===== src/rtl/lph_pkg.sv =====
// ----------------------------------------------------------------------------
// lph_pkg
// Shared types and constants of the linear probing hash map: hash constants,
// result status codes, request kinds and the state machine encodings.
// ----------------------------------------------------------------------------
package lph_pkg;

  // Table geometry and hash constants
  localparam int unsigned DefCapacity = 1024;
  localparam int unsigned KeyW        = 64;
  localparam int unsigned ValW        = 64;
  localparam int unsigned HalfW       = 32;
  localparam int unsigned HashShift   = 32;
  localparam logic [KeyW-1:0] HashMul = 64'hff51afd7ed558ccd;
  localparam int unsigned QueueDepth  = 2;

  // Result status codes
  typedef enum logic [2:0] {
    ST_FOUND      = 3'd0,
    ST_MISS       = 3'd1,
    ST_INSERTED   = 3'd2,
    ST_UPDATED    = 3'd3,
    ST_ZERO_VALUE = 3'd4,
    ST_FULL       = 3'd5,
    ST_ZERO_KEY   = 3'd6
  } status_e;

  // Request class decided by the front end
  typedef enum logic [1:0] {
    K_PROBE    = 2'd0,
    K_ZERO_KEY = 2'd1,
    K_ZERO_VAL = 2'd2
  } kind_e;

  // Request as it travels from front end to back end
  typedef struct packed {
    kind_e            kind;
    logic             mode;
    logic [KeyW-1:0]  key;
    logic [ValW-1:0]  value;
  } req_t;

  // Front end states
  typedef enum logic [2:0] {
    F_IDLE = 3'd0,
    F_MUL0 = 3'd1,
    F_MUL1 = 3'd2,
    F_MUL2 = 3'd3,
    F_PUSH = 3'd4
  } front_state_e;

  // Back end states
  typedef enum logic [1:0] {
    B_CLEAR = 2'd0,
    B_IDLE  = 2'd1,
    B_CHECK = 2'd2
  } back_state_e;

endpackage


===== src/rtl/lph_front.sv =====
// ----------------------------------------------------------------------------
// lph_front
// Accepts requests, classifies them and computes the home slot with one
// shared 32x32 multiplier in F_MUL0, F_MUL1, F_MUL2, then pushes to the queue.
// ----------------------------------------------------------------------------
module lph_front import lph_pkg::*; #(
  parameter int unsigned CAPACITY = DefCapacity,
  localparam int unsigned IdxW    = $clog2(CAPACITY)
) (
  input  logic            clk_i,
  input  logic            rst_ni,
  input  logic            start_i,
  input  logic            hold_i,
  output logic            busy_o,
  input  logic            mode_i,
  input  logic [KeyW-1:0] key_i,
  input  logic [ValW-1:0] value_i,
  output logic            push_o,
  output req_t            req_o,
  output logic [IdxW-1:0] slot_o,
  input  logic            full_i
);

  front_state_e      state_q, state_d;
  req_t              req_q, req_d;
  logic [KeyW-1:0]   acc_q, acc_d;
  logic [HalfW-1:0]  mul_a, mul_b;
  logic [2*HalfW-1:0] prod;
  logic              accept;

  assign busy_o = (state_q != F_IDLE) || hold_i;
  assign accept = start_i && !busy_o;

  // Shared multiplier: one partial product per cycle
  assign prod = mul_a * mul_b;

  // Hold state and working registers
  always_ff @(posedge clk_i or negedge rst_ni) begin
    if (!rst_ni) begin
      state_q <= F_IDLE;
    end else begin
      state_q <= state_d;
    end
  end

  always_ff @(posedge clk_i) begin
    req_q <= req_d;
    acc_q <= acc_d;
  end

  // Sequence the partial products and the push
  always_comb begin
    state_d = state_q;
    req_d   = req_q;
    acc_d   = acc_q;
    mul_a   = req_q.key[HalfW-1:0];
    mul_b   = HashMul[HalfW-1:0];
    push_o  = 1'b0;
    unique case (state_q)
      F_IDLE: begin
        if (accept) begin
          req_d.mode  = mode_i;
          req_d.key   = key_i;
          req_d.value = value_i;
          if (key_i == '0) begin
            req_d.kind = K_ZERO_KEY;
            state_d    = F_PUSH;
          end else if (mode_i && (value_i == '0)) begin
            req_d.kind = K_ZERO_VAL;
            state_d    = F_PUSH;
          end else begin
            req_d.kind = K_PROBE;
            state_d    = F_MUL0;
          end
        end
      end
      F_MUL0: begin
        acc_d   = prod;
        state_d = F_MUL1;
      end
      F_MUL1: begin
        mul_a = req_q.key[KeyW-1:HalfW];
        acc_d[KeyW-1:HalfW] = acc_q[KeyW-1:HalfW] + prod[HalfW-1:0];
        state_d = F_MUL2;
      end
      F_MUL2: begin
        mul_b = HashMul[KeyW-1:HalfW];
        acc_d[KeyW-1:HalfW] = acc_q[KeyW-1:HalfW] + prod[HalfW-1:0];
        state_d = F_PUSH;
      end
      F_PUSH: begin
        if (!full_i) begin
          push_o  = 1'b1;
          state_d = F_IDLE;
        end
      end
      default: state_d = F_IDLE;
    endcase
  end

  // Fold the high half onto the low half and mask to the capacity
  assign slot_o = acc_q[IdxW-1:0] ^ acc_q[HashShift +: IdxW];
  assign req_o  = req_q;

endmodule


===== config.mk =====
export PLATFORM = sky130hd
export DESIGN_NAME = lph_front
export DESIGN_NICKNAME = d
export VERILOG_FILES = /design/src/rtl/lph_pkg.sv /design/src/rtl/lph_front.sv
export SDC_FILE = /design/constraint.sdc
export NUM_CORES = 1
export LEC_CHECK = 0
export ABC_AREA = 1
export BUFFER_PORTS_ARGS = -buffer_cell sky130_fd_sc_hd__buf_2
export CAP_MARGIN = 20
export CORE_UTILIZATION = 50
export DETAILED_ROUTE_END_ITERATION = 12
export MAX_ROUTING_LAYER = met4
export PLACE_DENSITY = 0.7
export SYNTH_ARGS = -nofsm -noshare
export SYNTH_HDL_FRONTEND = slang
export SYNTH_SLANG_ARGS = --single-unit

===== constraint.sdc =====
create_clock -name clk_i -period 9.3 [get_ports clk_i]
set_input_delay 1.395 -clock clk_i [delete_from_list [all_inputs] [get_ports clk_i]]
set_output_delay 1.395 -clock clk_i [all_outputs]
set_load 0.02 [all_outputs]

Yosys cells after proc, flatten, opt, wreduce, memory -nomap -nowiden
Cells that the tools add are included.
{"block": "totals", "regBits": 176, "input_bits": 134, "out_inout_bits": 143, "elab_cells": 39}
{"block": "op_classes", "n_addsub": 1, "multipliers": 1, "eq_ne": 6, "muxes": 11, "bitwise": 1, "reduce_logical": 12}
{"operator": "$logic_not 64->1", "n": 2}
{"operator": "$mul 32x32->64", "n": 1}
{"operator": "$pmux 32 s2", "n": 1}
{"operator": "$add 32x32->32", "n": 1}
{"operator": "$mux 32", "n": 1}
{"operator": "$mux 29", "n": 1}
{"operator": "$pmux 3 s5", "n": 1}
{"operator": "$mux 3", "n": 4}
{"operator": "$xor 10x10->10", "n": 1}
{"operator": "$eq 3x2->1 const B", "n": 2}
{"operator": "$ne 2x2->1 const B", "n": 2}
{"operator": "$reduce_and 2->1", "n": 2}
{"operator": "$eq 3x1->1 const B", "n": 1}
{"operator": "$eq 3x3->1 const B", "n": 1}
{"operator": "$logic_not 3->1", "n": 1}
{"operator": "$reduce_bool 3->1", "n": 1}
{"operator": "$logic_and 1x1->1", "n": 2}
{"operator": "$mux 1", "n": 2}
{"operator": "$mux 2", "n": 1}
{"operator": "$reduce_bool 2->1", "n": 1}
{"operator": "$reduce_or 2->1", "n": 1}
{"operator": "$logic_not 1->1", "n": 1}
{"operator": "$logic_or 1x1->1", "n": 1}

Logic depth before layout (Yosys ltp)
{"block": "depth", "word_depth": 6, "depth_mapped": 42, "depth_no_buf": 41}

Least setup slack after synthesis
No wires, ideal clock.
{"block": "synth_timing", "kind": "in2reg", "start": "input hold_i", "end": "register state_q[2]", "setup_ns": 0.102, "arrival_time_ns": 8.088, "t_required_ns": 9.198, "slack_ns": 1.110, "cell_stages": 4, "path_buffers": 0, "cell_sequence": "or2_2 nor2_1 o21ai_0 o21ai_0"}
{"block": "synth_between", "elab_chain_cells": 5}
{"element": "from (decl)", "line_no": "lph_front.sv:13", "text": "input logic hold_i,"}
{"element": "$logic_or 1x1->1", "line_no": "lph_front.sv:31", "text": "assign busy_o = (state_q != F_IDLE) || hold_i;"}
{"element": "$logic_not 1->1", "line_no": "lph_front.sv:32", "text": "assign accept = start_i && !busy_o;"}
{"element": "$logic_and 1x1->1", "line_no": "lph_front.sv:32"}
{"element": "$ne 2x2->1 (no line)"}
{"element": "$reduce_and 2->1 (no line)"}
{"element": "to (signal assigned)", "line_no": "lph_front.sv:42", "text": "state_q <= state_d;"}
{"element": "to (decl)", "line_no": "lph_front.sv:24", "text": "front_state_e state_q, state_d;"}
No other way between the ends.
A chain may end at the register's enable or synchronous reset.

Worst setup path after layout
{"block": "layout_timing", "start": "register state_q[2]", "end": "register acc_q[34] (data pin)"}
{"block": "layout_between", "elab_chain_cells": 5, "elab_cells_between_ends": 9, "classes_between": "add/sub: 1; mul: 1; eq/ne: 3; mux: 3; reduce/logical: 1"}
{"element": "$eq 3x2->1", "line_no": "lph_front.sv:59", "text": "unique case (state_q)"}
{"element": "$mux 32 or $mux 29 (tied branches)", "line_no": "lph_front.sv:59"}
{"element": "$mul 32x32->64", "line_no": "lph_front.sv:35", "text": "assign prod = mul_a * mul_b;"}
{"element": "$add 32x32->32", "line_no": "lph_front.sv:83, lph_front.sv:88"}
{"element": "$pmux 32 s2 *", "line_no": "lph_front.sv:59"}
{"element": "via acc_d[34]", "line_no": "lph_front.sv:26", "text": "logic [KeyW-1:0] acc_q, acc_d;"}
{"element": "to (signal assigned)", "line_no": "lph_front.sv:48", "text": "acc_q <= acc_d;"}
{"element": "to (decl)", "line_no": "lph_front.sv:26"}
Mark *: on every way through the listed nets, which the timed path passes. The rest lies on a longest branch.

==> impl_metrics.env <==
export IMPL_holdCritStartpoint="state_q[2]"
export IMPL_cp_slowest_cell="fa_1"
export IMPL_antenna_found_initial=2
export IMPL_synthCells=2511
export IMPL_busiest_layer="met2"
export IMPL_met3_usage_pct=7.776
export IMPL_mappedNetlistArea_sq_um=24250
export IMPL_core_sq_um=47750
export IMPL_use_met1_pct=45.05
export IMPL_timing_hold_ws_ps=666.9
export IMPL_cts_root_buf="clkbuf_16"
export IMPL_finalNetCount=3677
export IMPL_cts_sinks=154
export IMPL_synth_fp_nets=3379
export IMPL_startpoint_type="flop"
export IMPL_synth_edf_count=151
export IMPL_avgRoutedWirePerCell_um=23.73
export IMPL_ant_nets=0
export IMPL_stdcell_area_sq_um=27230
export IMPL_setup_viol=0
export IMPL_met2_usage_pct=54.81
export IMPL_path_clk_slew_ps=70
export IMPL_track_usage_pct=35.34
export IMPL_first_iter_violations=1718
export IMPL_drv_slew=0
export IMPL_min_path_cells=2
export IMPL_grt_pass1_wl_um=123400
export IMPL_post_route_min_period_ps=8878
export IMPL_io_pins=277
export IMPL_endpoint="acc_q[34]"
export IMPL_post_route_drc_count=0
export IMPL_worst_path_largest_cell_delay_ps=600
export IMPL_multi_input_area_sq_um=16680
export IMPL_grt_overflow=0
export IMPL_startpoint="state_q[2]"
export IMPL_synthFlopType="edfxtp_1"
export IMPL_clock_skew_final_ps=10.93
export IMPL_cts_tree="done"
export IMPL_fmax_mhz=112.6
export IMPL_die_area_sq_um=49390
export IMPL_wl_um=81590
export IMPL_slew_headroom_pct=34.65
export IMPL_drtPass1Iterations=7
export IMPL_layout_drive_gt1_share_pct=15.21
export IMPL_final_common_cell="inv_1"
export IMPL_place_area_sq_um=26590
export IMPL_fp_dieW_um=222.2
export IMPL_outcome="finished, final reports clean"
export IMPL_dpl_hpwl_um=72400
export IMPL_h_tree_depth=4
export IMPL_cp_required_ps=9470
export IMPL_synth_seq_cells=154
export IMPL_setup_tns_ps=0
export IMPL_r2r_start="state_q[2]"
export IMPL_rows=80
export IMPL_reg2reg_to="acc_q[34]"
export IMPL_area_delta_synth_final_pct=12.29
export IMPL_vias=18970
export IMPL_final_cell_mix="728 x inv_1, 442 x fa_1, 292 x ha_1"
export IMPL_regArea_sq_um=4611
export IMPL_via_per_inst=5.517
export IMPL_start_util_pct=50.80
export IMPL_numPortBuffers=276
export IMPL_clk_path_buf_depth=2
export IMPL_numCtsBuffers=17
export IMPL_syn_avg_cell_area_sq_um=9.659
export IMPL_hold_viol=0
export IMPL_synth_distinct_cells=45
export IMPL_crit_top_cell="fa_1"
export IMPL_die_y_um=222.2
export IMPL_yosys_warnings=0
export IMPL_rrSetupSlack_ps=420
export IMPL_fill_cells=4179
export IMPL_hold_class="reg -> reg"
export IMPL_cp_arrival_ps=9040
export IMPL_worstSetupPathType="reg -> reg"
export IMPL_rsz0062_at_grt="no"
export IMPL_r2r_cells=31
export IMPL_cp_max_fo=19
export IMPL_grt_pass1_vias=20260
export IMPL_yosysSeqAreaShare_pct=19.01
export IMPL_globalplace_congestion=1.176
export IMPL_min_period_over_period_pct=95.46
export IMPL_maxCapViolCount=0
export IMPL_async_flop_share_pct=1.948
export IMPL_insertion_delay_ps=430
export IMPL_tightest_slew_ps=973.8
export IMPL_grt_max_degree=89
export IMPL_end_kind="flop"
-- worst min path at each step --
| stage | end | slack [ps] |
|---|---|---|
| 3_5_place_dp | state_q[2] | 660 |
| 3_3_place_gp | state_q[2] | 620 |
| 4_1_cts | state_q[2] | 670 |
| 6_report | state_q[2] | 670 |
| 5_1_grt | state_q[2] | 750 |
| 2_1_floorplan | state_q[2] | 580 |
-- cell families (layout without fill, tap and decap cells) --
group                      count (synthesis)  in the layout  share of synthesized area (%)
and+or+nand+nor                          599            599                          10.84
other                                      1              3                        0.01546
DFF                                      154            154                          19.01
AOI/OAI and AO/OA                        188            188                          4.462
xor gates and xnor gates                  50             50                          1.806
buffers and inverters                    785           1095                          12.32
adders and majority gates                734            734                          51.55
-- flip-flops by register name, indices dropped and copies added, names as in the netlist --
name,cells
state_q,3
acc_q,20
req_o,131
-- what timing repair did --
item                       4_1_cts  5_1_grt
setup endpoints to repair        0        1
hold buffers                     0        0
setup buffers                    0        0
resized for setup                0        2
-- worst max-delay path, delay by kind of cell (launching register included) --
kind,cells,cell delay [ps]
adders and majority gates,9,4580
buffers and inverters,10,1310
and+or+nand+nor,7,1280
AOI/OAI and AO/OA,5,990
DFF,1,440
-- layer usage --
metal	wire [um]	part of all wire, %
met1	31660	39
met2	37470	46
met3	8653	11
met4	3804	4.7
met5	0	0
-- synth_stat cells (3+ instances only) --
cell type  number  area share, %
a21boi_0        4           0.12
a21o_1          6           0.19
a21oi_1        50            1.0
a31oi_1         8           0.21
buf_2           4          0.083
buf_4           3          0.093
buf_6           3           0.14
clkbuf_1       35           0.54
dfrtp_1         3           0.31
edfxtp_1      151             19
fa_1          442             36
ha_1          292             15
inv_1         728             11
inv_2           9           0.14
nand2_1       284            4.4
nand2_2         8           0.21
nand3_1        58            1.2
nand3b_1        5           0.15
nand4_1        19           0.49
nor2_1        138            2.1
nor2_2          3          0.077
nor3_1         13           0.27
nor4_1         35           0.90
o21ai_0        80            1.7
o21ai_1         6           0.12
o21ai_2        15           0.54
o21bai_1        9           0.28
or2_1           3          0.077
or2_2          29           0.75
xnor2_1        13           0.47
xor2_1         37            1.3
-- through the flow --
step / setup slack, ps / instances / utilization (%)
6_report: 422.1 / 3438 / 57.04
5_1_grt: 5.159 / 3438 / 57.04
4_1_cts: 545.9 / 3435 / 56.97
3_5_place_dp: 550.9 / 3404 / 55.69
3_3_place_gp: 634.0 / 3404 / 55.69
2_1_floorplan: 1110 / 2511 / -
-- layout make-up --
type | instances | share of cell area, %
inverter | 738 | 10.18
sequential | 154 | 16.93
clock buffer | 17 | 1.562
timing repair buffer | 326 | 6.570
clock inverter | 14 | 0.6800
multi-input combinational | 1572 | 61.23
tap | 615 | 2.826
antenna | 2 | 0.01838
Power is not shown: default switching activity piles up to over one toggle a cycle in this logic, so the estimate is an artifact.
