**src/rtl/lph_pkg.sv**
```systemverilog
// ----------------------------------------------------------------------------
// lph_pkg
// Shared types and constants of the linear probing hash map: hash constants,
// result status codes, request kinds and the state machine encodings.
// ----------------------------------------------------------------------------
package lph_pkg;

  // Table geometry and hash constants
  localparam int unsigned DefCapacity = 1024;
  localparam int unsigned KeyW        = 64;
  localparam int unsigned ValW        = 64;
  localparam int unsigned HalfW       = 32;
  localparam int unsigned HashShift   = 32;
  localparam logic [KeyW-1:0] HashMul = 64'hff51afd7ed558ccd;
  localparam int unsigned QueueDepth  = 2;

  // Result status codes
  typedef enum logic [2:0] {
    ST_FOUND      = 3'd0,
    ST_MISS       = 3'd1,
    ST_INSERTED   = 3'd2,
    ST_UPDATED    = 3'd3,
    ST_ZERO_VALUE = 3'd4,
    ST_FULL       = 3'd5,
    ST_ZERO_KEY   = 3'd6
  } status_e;

  // Request class decided by the front end
  typedef enum logic [1:0] {
    K_PROBE    = 2'd0,
    K_ZERO_KEY = 2'd1,
    K_ZERO_VAL = 2'd2
  } kind_e;

  // Request as it travels from front end to back end
  typedef struct packed {
    kind_e            kind;
    logic             mode;
    logic [KeyW-1:0]  key;
    logic [ValW-1:0]  value;
  } req_t;

  // Front end states
  typedef enum logic [2:0] {
    F_IDLE = 3'd0,
    F_MUL0 = 3'd1,
    F_MUL1 = 3'd2,
    F_MUL2 = 3'd3,
    F_PUSH = 3'd4
  } front_state_e;

  // Back end states
  typedef enum logic [1:0] {
    B_CLEAR = 2'd0,
    B_IDLE  = 2'd1,
    B_CHECK = 2'd2
  } back_state_e;

endpackage

```
**src/rtl/lph_queue.sv**
```systemverilog
// ----------------------------------------------------------------------------
// lph_queue
// Small FIFO between front end and back end; carries the request and its
// home slot so that either side can stall on its own.
// ----------------------------------------------------------------------------
module lph_queue import lph_pkg::*; #(
  parameter int unsigned CAPACITY = DefCapacity,
  localparam int unsigned IdxW    = $clog2(CAPACITY),
  localparam int unsigned PtrW    = $clog2(QueueDepth),
  localparam int unsigned CntW    = $clog2(QueueDepth + 1)
) (
  input  logic            clk_i,
  input  logic            rst_ni,
  input  logic            push_i,
  input  req_t            req_i,
  input  logic [IdxW-1:0] slot_i,
  output logic            full_o,
  input  logic            pop_i,
  output logic            empty_o,
  output req_t            req_o,
  output logic [IdxW-1:0] slot_o
);

  req_t            req_q  [QueueDepth];
  logic [IdxW-1:0] slot_q [QueueDepth];
  logic [PtrW-1:0] wr_ptr_q, rd_ptr_q;
  logic [CntW-1:0] count_q;

  assign full_o  = (count_q == CntW'(QueueDepth));
  assign empty_o = (count_q == '0);
  assign req_o   = req_q[rd_ptr_q];
  assign slot_o  = slot_q[rd_ptr_q];

  // Store pushed entries
  always_ff @(posedge clk_i) begin
    if (push_i) begin
      req_q[wr_ptr_q]  <= req_i;
      slot_q[wr_ptr_q] <= slot_i;
    end
  end

  // Advance pointers and fill count
  always_ff @(posedge clk_i or negedge rst_ni) begin
    if (!rst_ni) begin
      wr_ptr_q <= '0;
      rd_ptr_q <= '0;
      count_q  <= '0;
    end else begin
      if (push_i) begin
        wr_ptr_q <= (wr_ptr_q == PtrW'(QueueDepth - 1)) ? '0 : PtrW'(wr_ptr_q + 1'b1);
      end
      if (pop_i) begin
        rd_ptr_q <= (rd_ptr_q == PtrW'(QueueDepth - 1)) ? '0 : PtrW'(rd_ptr_q + 1'b1);
      end
      if (push_i && !pop_i) begin
        count_q <= CntW'(count_q + 1'b1);
      end else if (pop_i && !push_i) begin
        count_q <= CntW'(count_q - 1'b1);
      end
    end
  end

endmodule

```
**config.mk**
```make
export PLATFORM = sky130hd
export DESIGN_NAME = lph_queue
export DESIGN_NICKNAME = d
export VERILOG_FILES = /design/src/rtl/lph_pkg.sv /design/src/rtl/lph_queue.sv
export SDC_FILE = /design/constraint.sdc
export NUM_CORES = 1
export LEC_CHECK = 0
export BUFFER_PORTS_ARGS = -buffer_cell sky130_fd_sc_hd__buf_2
export CELL_PAD_IN_SITES_DETAIL_PLACEMENT = 1
export CELL_PAD_IN_SITES_GLOBAL_PLACEMENT = 2
export CORE_MARGIN = 10
export CORE_UTILIZATION = 35
export DETAILED_ROUTE_END_ITERATION = 7
export GPL_TIMING_DRIVEN = 1
export PLACE_DENSITY = 0.87
export SYNTH_ARGS = -nofsm -noshare
export SYNTH_HDL_FRONTEND = slang
export SYNTH_SLANG_ARGS = --single-unit
export TNS_END_PERCENT = 1
```
**constraint.sdc**
```tcl
create_clock -name clk_i -period 7.6 [get_ports clk_i]
set_clock_uncertainty 0.2 [all_clocks]
set_input_delay 1.14 -clock clk_i [delete_from_list [all_inputs] [get_ports clk_i]]
set_output_delay 1.14 -clock clk_i [all_outputs]
set_load 0.01 [all_outputs]
```
======== Yosys cells after proc, flatten, opt, wreduce, memory -nomap -nowiden ========
Memories as Yosys holds them, arrays and structs flattened.
Cells that the tools add are included.
operators by class
  add/sub/neg operators ................... 4
  equal/unequal tests ..................... 1
  multiplexer cells ....................... 6
  reductions and logical operators ........ 6
operators with widths
  cell                   number
  $mux W1                4
  $mux W2                2
  $add A1 B1 Y1 const B  2
  $add A2 B1 Y2 const B  1
  $eq A2 B2 Y1 const B   1
  $logic_and A1 B1 Y1    2
  $logic_not A1 Y1       2
  $logic_not A2 Y1       1
  $reduce_bool A2 Y1     1
  $sub A2 B1 Y2 const B  1
word-level totals
  register bits after elaboration ......... 4
  bits in writable memories ............... 282
  input port bits ......................... 145
  word-level logic and storage cells ...... 22
  memories ................................ 2
memories
  name    words  width  rd ports  clocked after memory_dff  wr ports  RTL line         RTL
  req_q   2      131    1         0                         1         lph_queue.sv:24  req_t req_q [QueueDepth];
  slot_q  2      10     1         0                         1         lph_queue.sv:25  logic [IdxW-1:0] slot_q [QueueDepth];

======== Logic depth before layout (Yosys ltp) ========
Gate-level depths: netlist (run 1).
  depth after elaboration ................. 4
  mapped depth ............................ 5
  mapped depth without buffers ............ 5

======== Worst setup path before layout (run 1) ========
OpenSTA, ideal clock, no wires.
  kind .................................... in2reg
  start ................................... input port push_i
  end ..................................... memory req_q[0][0] in the netlist's numbering (enable)
  data arrival time ....................... 7.243 ns
  path slack .............................. -0.504 ns
  stages .................................. 1
  path buffers ............................ 0
  path through ............................ nor2b_1
between the ends
  cells in the longest elaborated chain, start to end .. 2
RTL lines
  element                        RTL line         RTL
  start: declaration             lph_queue.sv:14  input logic push_i,
  $mux W1                        lph_queue.sv:36  if (push_i) begin
  $mux W1 (implied by the code)  lph_queue.sv:37  req_q[wr_ptr_q] <= req_i;
  end: declaration               lph_queue.sv:24
No other way between the ends.

======== Final worst setup path (run 1) ========
  start ................................... register rd_ptr_q
  end ..................................... output port slot_o[9]
between the ends
  cells in the longest elaborated chain, start to end .. 1
RTL lines
  element                   RTL line         RTL
  start: declaration        lph_queue.sv:26  logic [PtrW-1:0] wr_ptr_q, rd_ptr_q;
  start signal: assignment  lph_queue.sv:53  rd_ptr_q <= (rd_ptr_q == PtrW'(QueueDepth - 1)) ? '0 : PtrW'(rd_ptr_q + 1'b1);
  $mem_v2 Z2 W10            n/a
  end: declaration          lph_queue.sv:21  output logic [IdxW-1:0] slot_o
No other way between the ends.

==> results.yml, run 1 <==
floorplanning:
  fp.dieArea_sq_um: 37900
  die_w_um: 195
  row_count: 63
  initial_core_util_pct: 35.8
  die_y_um: 195
  core-area_sq_um: 29900
  io_pins: 288
placed_design:
  dpl.hpwl_um: 17400
  place_ws_ps: 3880
  portBuffers: 287
  finalWeightedCongestion: 0.690
  placed_area_sq_um: 12500
critical_path:
  cp.required_ps: 6260
  crit_fanout: 58
  cp-start-kind: "flip-flop"
  path_class: "flip-flop to primary output"
  crit_arrival_ps: 2700
  end_kind: "primary output"
timing:
  hold_violations: 0
  max_freq_mhz: 248
  drv_slew: 0
  finalCritPeriodShare_pct: 53.1
  setup_viol: 0
  worst_pin_slew_ps: 1070
  timing.final.ws_setup_ps: 3560
  final.setup.tns_ps: 0
  finalCriticalPeriod_ps: 4040
  rsz0062_at_grt: "no"
  max-slew-margin-rel_pct: 28.5
synthesis:
  async_reset_ff_share_pct: 1.40
  synth_edf_count: 282
  yosys-top-cells-count: "edfxtp_1, mux2_4, mux2_2"
  ys_ff_latch: 286
  ys.flop_type: "edfxtp_1"
  synth-seq-area-share_pct: 80.2
  netlist_area_sq_um: 10700
  synth.top_cell.area_share_pct: 79.3
  ys.warnings.count: 0
  synth.distinct_cells: 13
  synth_cells: 455
  synth.most_common_cell: "edfxtp_1"
  yosysTopAreaCell: "edfxtp_1"
  ys_top_cells_by_area: "edfxtp_1, mux2_4, mux2_2"
  avgSynthCellArea_sq_um: 23.5
  synth.net_count: 601
grt:
  grt-ovfl-total: 0
  grt_max_degree: 75
  grt_pass1_vias: 5970
  grtUsageTotal_pct: 12.4
  grt_pass1_wl_um: 36900
  antenna_found_initial: 7
clock_network:
  cts_setup_buffers: 0
  ctsResizeCount: 0
  holdBufCountCts: 0
  clock_sinks: 286
  cts_tree: "done"
  cts_max_path_buffers: 3
  cts_root_buf: "clkbuf_16"
  clk_pin_slew_ps: 60
  cts_made_buffers: 31
  insertion_delay_ps: 530
  ctsHtreeMaxLevel: 1
drt:
  drt_iter0_markers: 167
  wire_per_inst_um: 21.1
  avgViaCountPerCell: 4.49
  drc_errors: 0
  antenna_left: 0
  drt_wl_total_um: 24900
  dr_total_vias: 5289
  drtPass1Iterations: 4
power_and_ir_drop:
  seqPwrFrac_pct: 42.7
  p_leak_nw: 5.28
  sw_frac_of_total_pct: 28.4
  powerDensity_nw_per_um2: 382
  p_int_mw: 3.69
  p_clk_share_pct: 28.0
  power_mw: 5.16
  pwr-share-comb_pct: 29.2
  vdd_drop_max_mv: 0.322
  switching_power_mw: 1.47
final_layout:
  area_growth_pct: 26.4
  drive_gt1_share_pct: 60.8
  fin_nets: 910
  utilization_pct: 45.2
  fin_area_sq_um: 13500
run_status:
  status: "complete, no violations"
run:
  drv_cap: 0
min_path:
  hold_path.class: "input port to async pin"
==> metrics by stage <==
stage | hold slack (ps) | cells
after floorplan | 256 | 455
after global placement | 275 | 1121
after detailed placement | 328 | 1121
after CTS | 178 | 1176
after global routing | 182 | 1176
final | 210 | 1178
==> cells by family after synthesis <==
family | count (synthesis) | share of synthesized area (%)
buffers and inverters | 17 | 1.37
flip-flops | 286 | 80.2
XOR/XNOR | 5 | 0.410
adder cells (fa/ha/maj) | 1 | 0.117
AND/OR/NAND/NOR | 5 | 0.246
multiplexers | 141 | 17.7
==> worst max-delay path: stages, from the launching register on <==
cell,delay [ps]
dfrtp_4,700
buf_4,850
mux2_2,420
buf_2,140
==> cells in the final DEF, fill, tap and decap left out, types with 2 or more instances in the layout <==
master,netlist,layout
mux2_2,61,61
clkinv_1,0,9
dfrtp_1,4,3
mux2_4,80,80
edfxtp_1,282,282
nor2_1,2,2
bufinv_16,0,4
buf_2,6,287
xor2_1,4,4
diode_2,0,2
clkinv_2,0,5
clkbuf_1,0,4
buf_4,0,5
clkbuf_16,0,31
==> power by group through the flow <==
stage	logic (mW)	registers (mW)	clock network (mW)
global placement	1.53	2.22	0
floorplan	1.04	2.22	0
CTS	1.56	2.21	1.50
detailed placement	1.55	2.24	0
global route	1.63	2.24	1.56
finish	1.51	2.21	1.45
==> registers in the layout, summed over array words and instances, names as in the netlist <==
register,cells
count_q,2
rd_ptr_q,1
req_q,262
slot_q,20
wr_ptr_q,1
==> path summary, 6_finish.rpt <==
check,from,to,slack (ps),cells past startpoint
worst max-delay path,rd_ptr_q,slot_o[9],3560,3
worst min-delay path,rst_ni,wr_ptr_q,210,1
worst max register to register,wr_ptr_q,req_q[1][50],4730,2
worst min register to register,count_q[1],count_q[1],320,1
max in group asynchronous,rst_ni,rd_ptr_q,6850,1
min in group clk_i,count_q[1],count_q[1],320,1
==> final cells by class <==
type	count	area, sq um
Fill cell	2934	16400
Sequential cell	286	8570
Multi-Input combinational cell	152	1980
Timing Repair Buffer	292	1470
Clock buffer	35	791
Tap cell	390	488
Clock inverter	20	195
Antenna cell	2	5.00
Inverter	1	3.75
==> metal layers <==
layer  global-route usage, %  vias to the layer above  share of wire, %
li1                        -                     2428                 -
met5                       0                        -              0.20
met2                    23.0                      189                54
met4                    3.01                        8               1.8
met3                    4.32                       43               8.1
met1                    13.1                     2621                36
Note: power is estimated with default switching activity, not from simulation.
==> run 2, diff against run 1 <==
--- a/config.mk
+++ b/config.mk
@@ -5,14 +5,15 @@
 export SDC_FILE = /design/constraint.sdc
 export NUM_CORES = 1
 export LEC_CHECK = 0
+export ABC_AREA = 1
 export BUFFER_PORTS_ARGS = -buffer_cell sky130_fd_sc_hd__buf_2
 export CELL_PAD_IN_SITES_DETAIL_PLACEMENT = 1
 export CELL_PAD_IN_SITES_GLOBAL_PLACEMENT = 2
 export CORE_MARGIN = 10
-export CORE_UTILIZATION = 35
+export CORE_UTILIZATION = 39
 export DETAILED_ROUTE_END_ITERATION = 7
 export GPL_TIMING_DRIVEN = 1
-export PLACE_DENSITY = 0.87
+export PLACE_DENSITY = 0.91
 export SYNTH_ARGS = -nofsm -noshare
 export SYNTH_HDL_FRONTEND = slang
 export SYNTH_SLANG_ARGS = --single-unit
==> constraint.sdc (replaced) <==
create_clock -name clk_i -period 4 [get_ports clk_i]
set_clock_uncertainty 0.2 [all_clocks]
set_input_delay 0.6 -clock clk_i [delete_from_list [all_inputs] [get_ports clk_i]]
set_output_delay 0.6 -clock clk_i [all_outputs]
set_load 0.01 [all_outputs]
==> run 2 against run 1 <==
- clock power up 75%
- worst setup slack worse by 2400 ps
- sequential power rose by 87%
- core utilization rose by 4.7 points
- largest power group unchanged
- critical path type unchanged
- largest cell class unchanged
- sequential share of layout area is 0.24 points higher
==> results.yml, run 2 <==
synthesis:
  synth.distinct_cells: 14
  synth_edf_count: 282
  netlist_area_sq_um: 10700
  avgSynthCellArea_sq_um: 23.1
  synth.net_count: 610
  ys_ff_latch: 286
  ys.flop_type: "edfxtp_1"
  ys_top_cells_by_area: "edfxtp_1, mux2_4, mux2_2"
  yosys-top-cells-count: "edfxtp_1, mux2_4, mux2_2"
  yosysTopAreaCell: "edfxtp_1"
  synth-seq-area-share_pct: 80.0
  ys.warnings.count: 0
  synth.top_cell.area_share_pct: 79.1
  synth.most_common_cell: "edfxtp_1"
  async_reset_ff_share_pct: 1.40
  synth_cells: 464
final_layout:
  largest_reg_flops: 262
  layout_commonest_cell: "buf_2"
  area_growth_pct: 25.7
  fillers: 2551
  utilization_pct: 49.9
  drive_gt1_share_pct: 59.2
  fin_nets: 921
  top_register: "req_q"
  fin_cells: 1142
  most-common-layout-cells: "buf_2, edfxtp_1, mux2_4, mux2_2, clkbuf_16"
  reg_top3: "req_q (262), slot_q (20), count_q (2)"
clock_network:
  cts_made_buffers: 31
  clock_sinks: 286
  ctsHtreeMaxLevel: 1
  insertion_delay_ps: 540
  clk_pin_slew_ps: 50
  cts_tree: "done"
  cts_root_buf: "clkbuf_16"
  cts_setup_buffers: 0
  cts_max_path_buffers: 3
drt:
  antenna_left: 0
  drc_errors: 0
  drtPass1Iterations: 4
  wire_per_inst_um: 21.7
  drt_wl_total_um: 24800
  avgViaCountPerCell: 4.77
  drt_iter0_markers: 227
  dr_total_vias: 5446
placed_design:
  portBuffers: 287
  finalWeightedCongestion: 0.747
  dp.cells: 1082
  dpl.hpwl_um: 17300
grt:
  grt_max_degree: 89
  grt-ovfl-total: 0
  grtUsageTotal_pct: 13.5
  antenna_found_initial: 7
  grt_pass1_vias: 6107
  grt_pass1_wl_um: 36000
power_and_ir_drop:
  vdd_drop_max_mv: 0.416
  p_leak_nw: 5.28
  powerDensity_nw_per_um2: 715
floorplanning:
  fp.dieArea_sq_um: 34500
  die_y_um: 186
  initial_core_util_pct: 39.7
  io_pins: 288
  core-area_sq_um: 27000
  row_count: 60
  die_w_um: 186
timing:
  finalCriticalPeriod_ps: 2890
  setup_viol: 0
  finalCritPeriodShare_pct: 72.1
  max_freq_mhz: 347
  hold_violations: 0
  drv_slew: 0
  max-slew-margin-rel_pct: 39.8
  rsz0062_at_grt: "no"
  worst_pin_slew_ps: 903
run:
  drv_cap: 0
critical_path:
  end_kind: "primary output"
  cp-start-kind: "flip-flop"
  cp.required_ps: 3200
  path_class: "flip-flop to primary output"
  crit_fanout: 88
  crit_arrival_ps: 2090
run_status:
  status: "complete, no violations"
min_path:
  hold_path.class: "input port to flip-flop"
[run 2: cell types whose count changed after synthesis]
cell / previous run / this run
nor2_1: 2 / 3
nand2_1: 0 / 5
inv_1: 1 / 7
nand3_1: 0 / 1
and2_1: 1 / 0
nor2b_1: 2 / 0
xor2_1: 4 / 2
nand4_1: 0 / 1
[run 2: layout make-up]
type                       instances  area, sq um  share of cell area [%]
multi-input combinational        155         1980                    14.7
inverter                           7         31.3                   0.232
sequential                       286         8570                    63.7
timing repair buffer             294         1540                    11.5
tap                              341          427                    3.17
antenna                            4         10.0                  0.0744
clock buffer                      38          802                    5.96
clock inverter                    17         98.8                   0.734
[run 2: stage by stage]
step | cell area (sq um) | setup WS (ps) | hold WS [ps] | setup TNS [ps] | power (mW)
2_1_floorplan | 10700 | -61.0 | 104 | -8600 | 6.16
3_3_place_gp | 12500 | 1670 | 221 | 0 | 7.14
3_5_place_dp | 12500 | 1660 | 228 | 0 | 7.23
4_1_cts | 13400 | 1080 | 15.4 | 0 | 9.81
5_1_grt | 13500 | 1030 | 20.3 | 0 | 10.1
6_report | 13500 | 1110 | 50.0 | 0 | 9.63
[run 2: final timing paths]
kind / from / to / slack, ps / depth (start not counted)
worst max-delay path: rd_ptr_q / req_o[3] / 1110 / 3
worst min-delay path: req_i[109] / req_q[1][109] / 50 / 1
worst max register to register: wr_ptr_q / req_q[1][117] / 1970 / 3
worst min register to register: count_q[1] / count_q[1] / 320 / 2
max in group asynchronous: rst_ni / rd_ptr_q / 3210 / 2
min in group asynchronous: rst_ni / wr_ptr_q / 220 / 2
[run 2: report_power, final]
part           leakage, nW  internal, mW  switching [mW]  total (mW)
sequential            2.69          3.98           0.154        4.14
clock                0.429          1.47            1.08        2.54
combinational         2.15          1.39            1.55        2.95
total                 5.28          6.84            2.79        9.63
[run 2: critical path: stages, from the launching register on]
cell     delay (ps)
dfrtp_4         440
buf_12          420
mux2_2          410
buf_2           140
[run 2: cells by family after synthesis]
| group | count (synthesis) | synth area share (%) |
|---|---|---|
| buf+inv | 23 | 1.58 |
| flops | 286 | 80.0 |
| xor+xnor | 3 | 0.245 |
| simple gates | 10 | 0.386 |
| mux | 141 | 17.6 |
| fa+ha+maj | 1 | 0.117 |
[run 2: routing by layer]
metal  part of all wire (%)  wire [um]  track usage [%]
met5                   0.22         55                0
met4                    2.2        553             3.81
met3                    9.4       2340             5.38
met2                     52      12900             24.4
met1                     36       8940             14.3
[run 2: repair_timing]
item                       in CTS  in global routing
hold buffers                    1                  0
hold endpoints to repair        4                  0
gates resized for setup         0                  0
setup endpoints to repair       0                  0
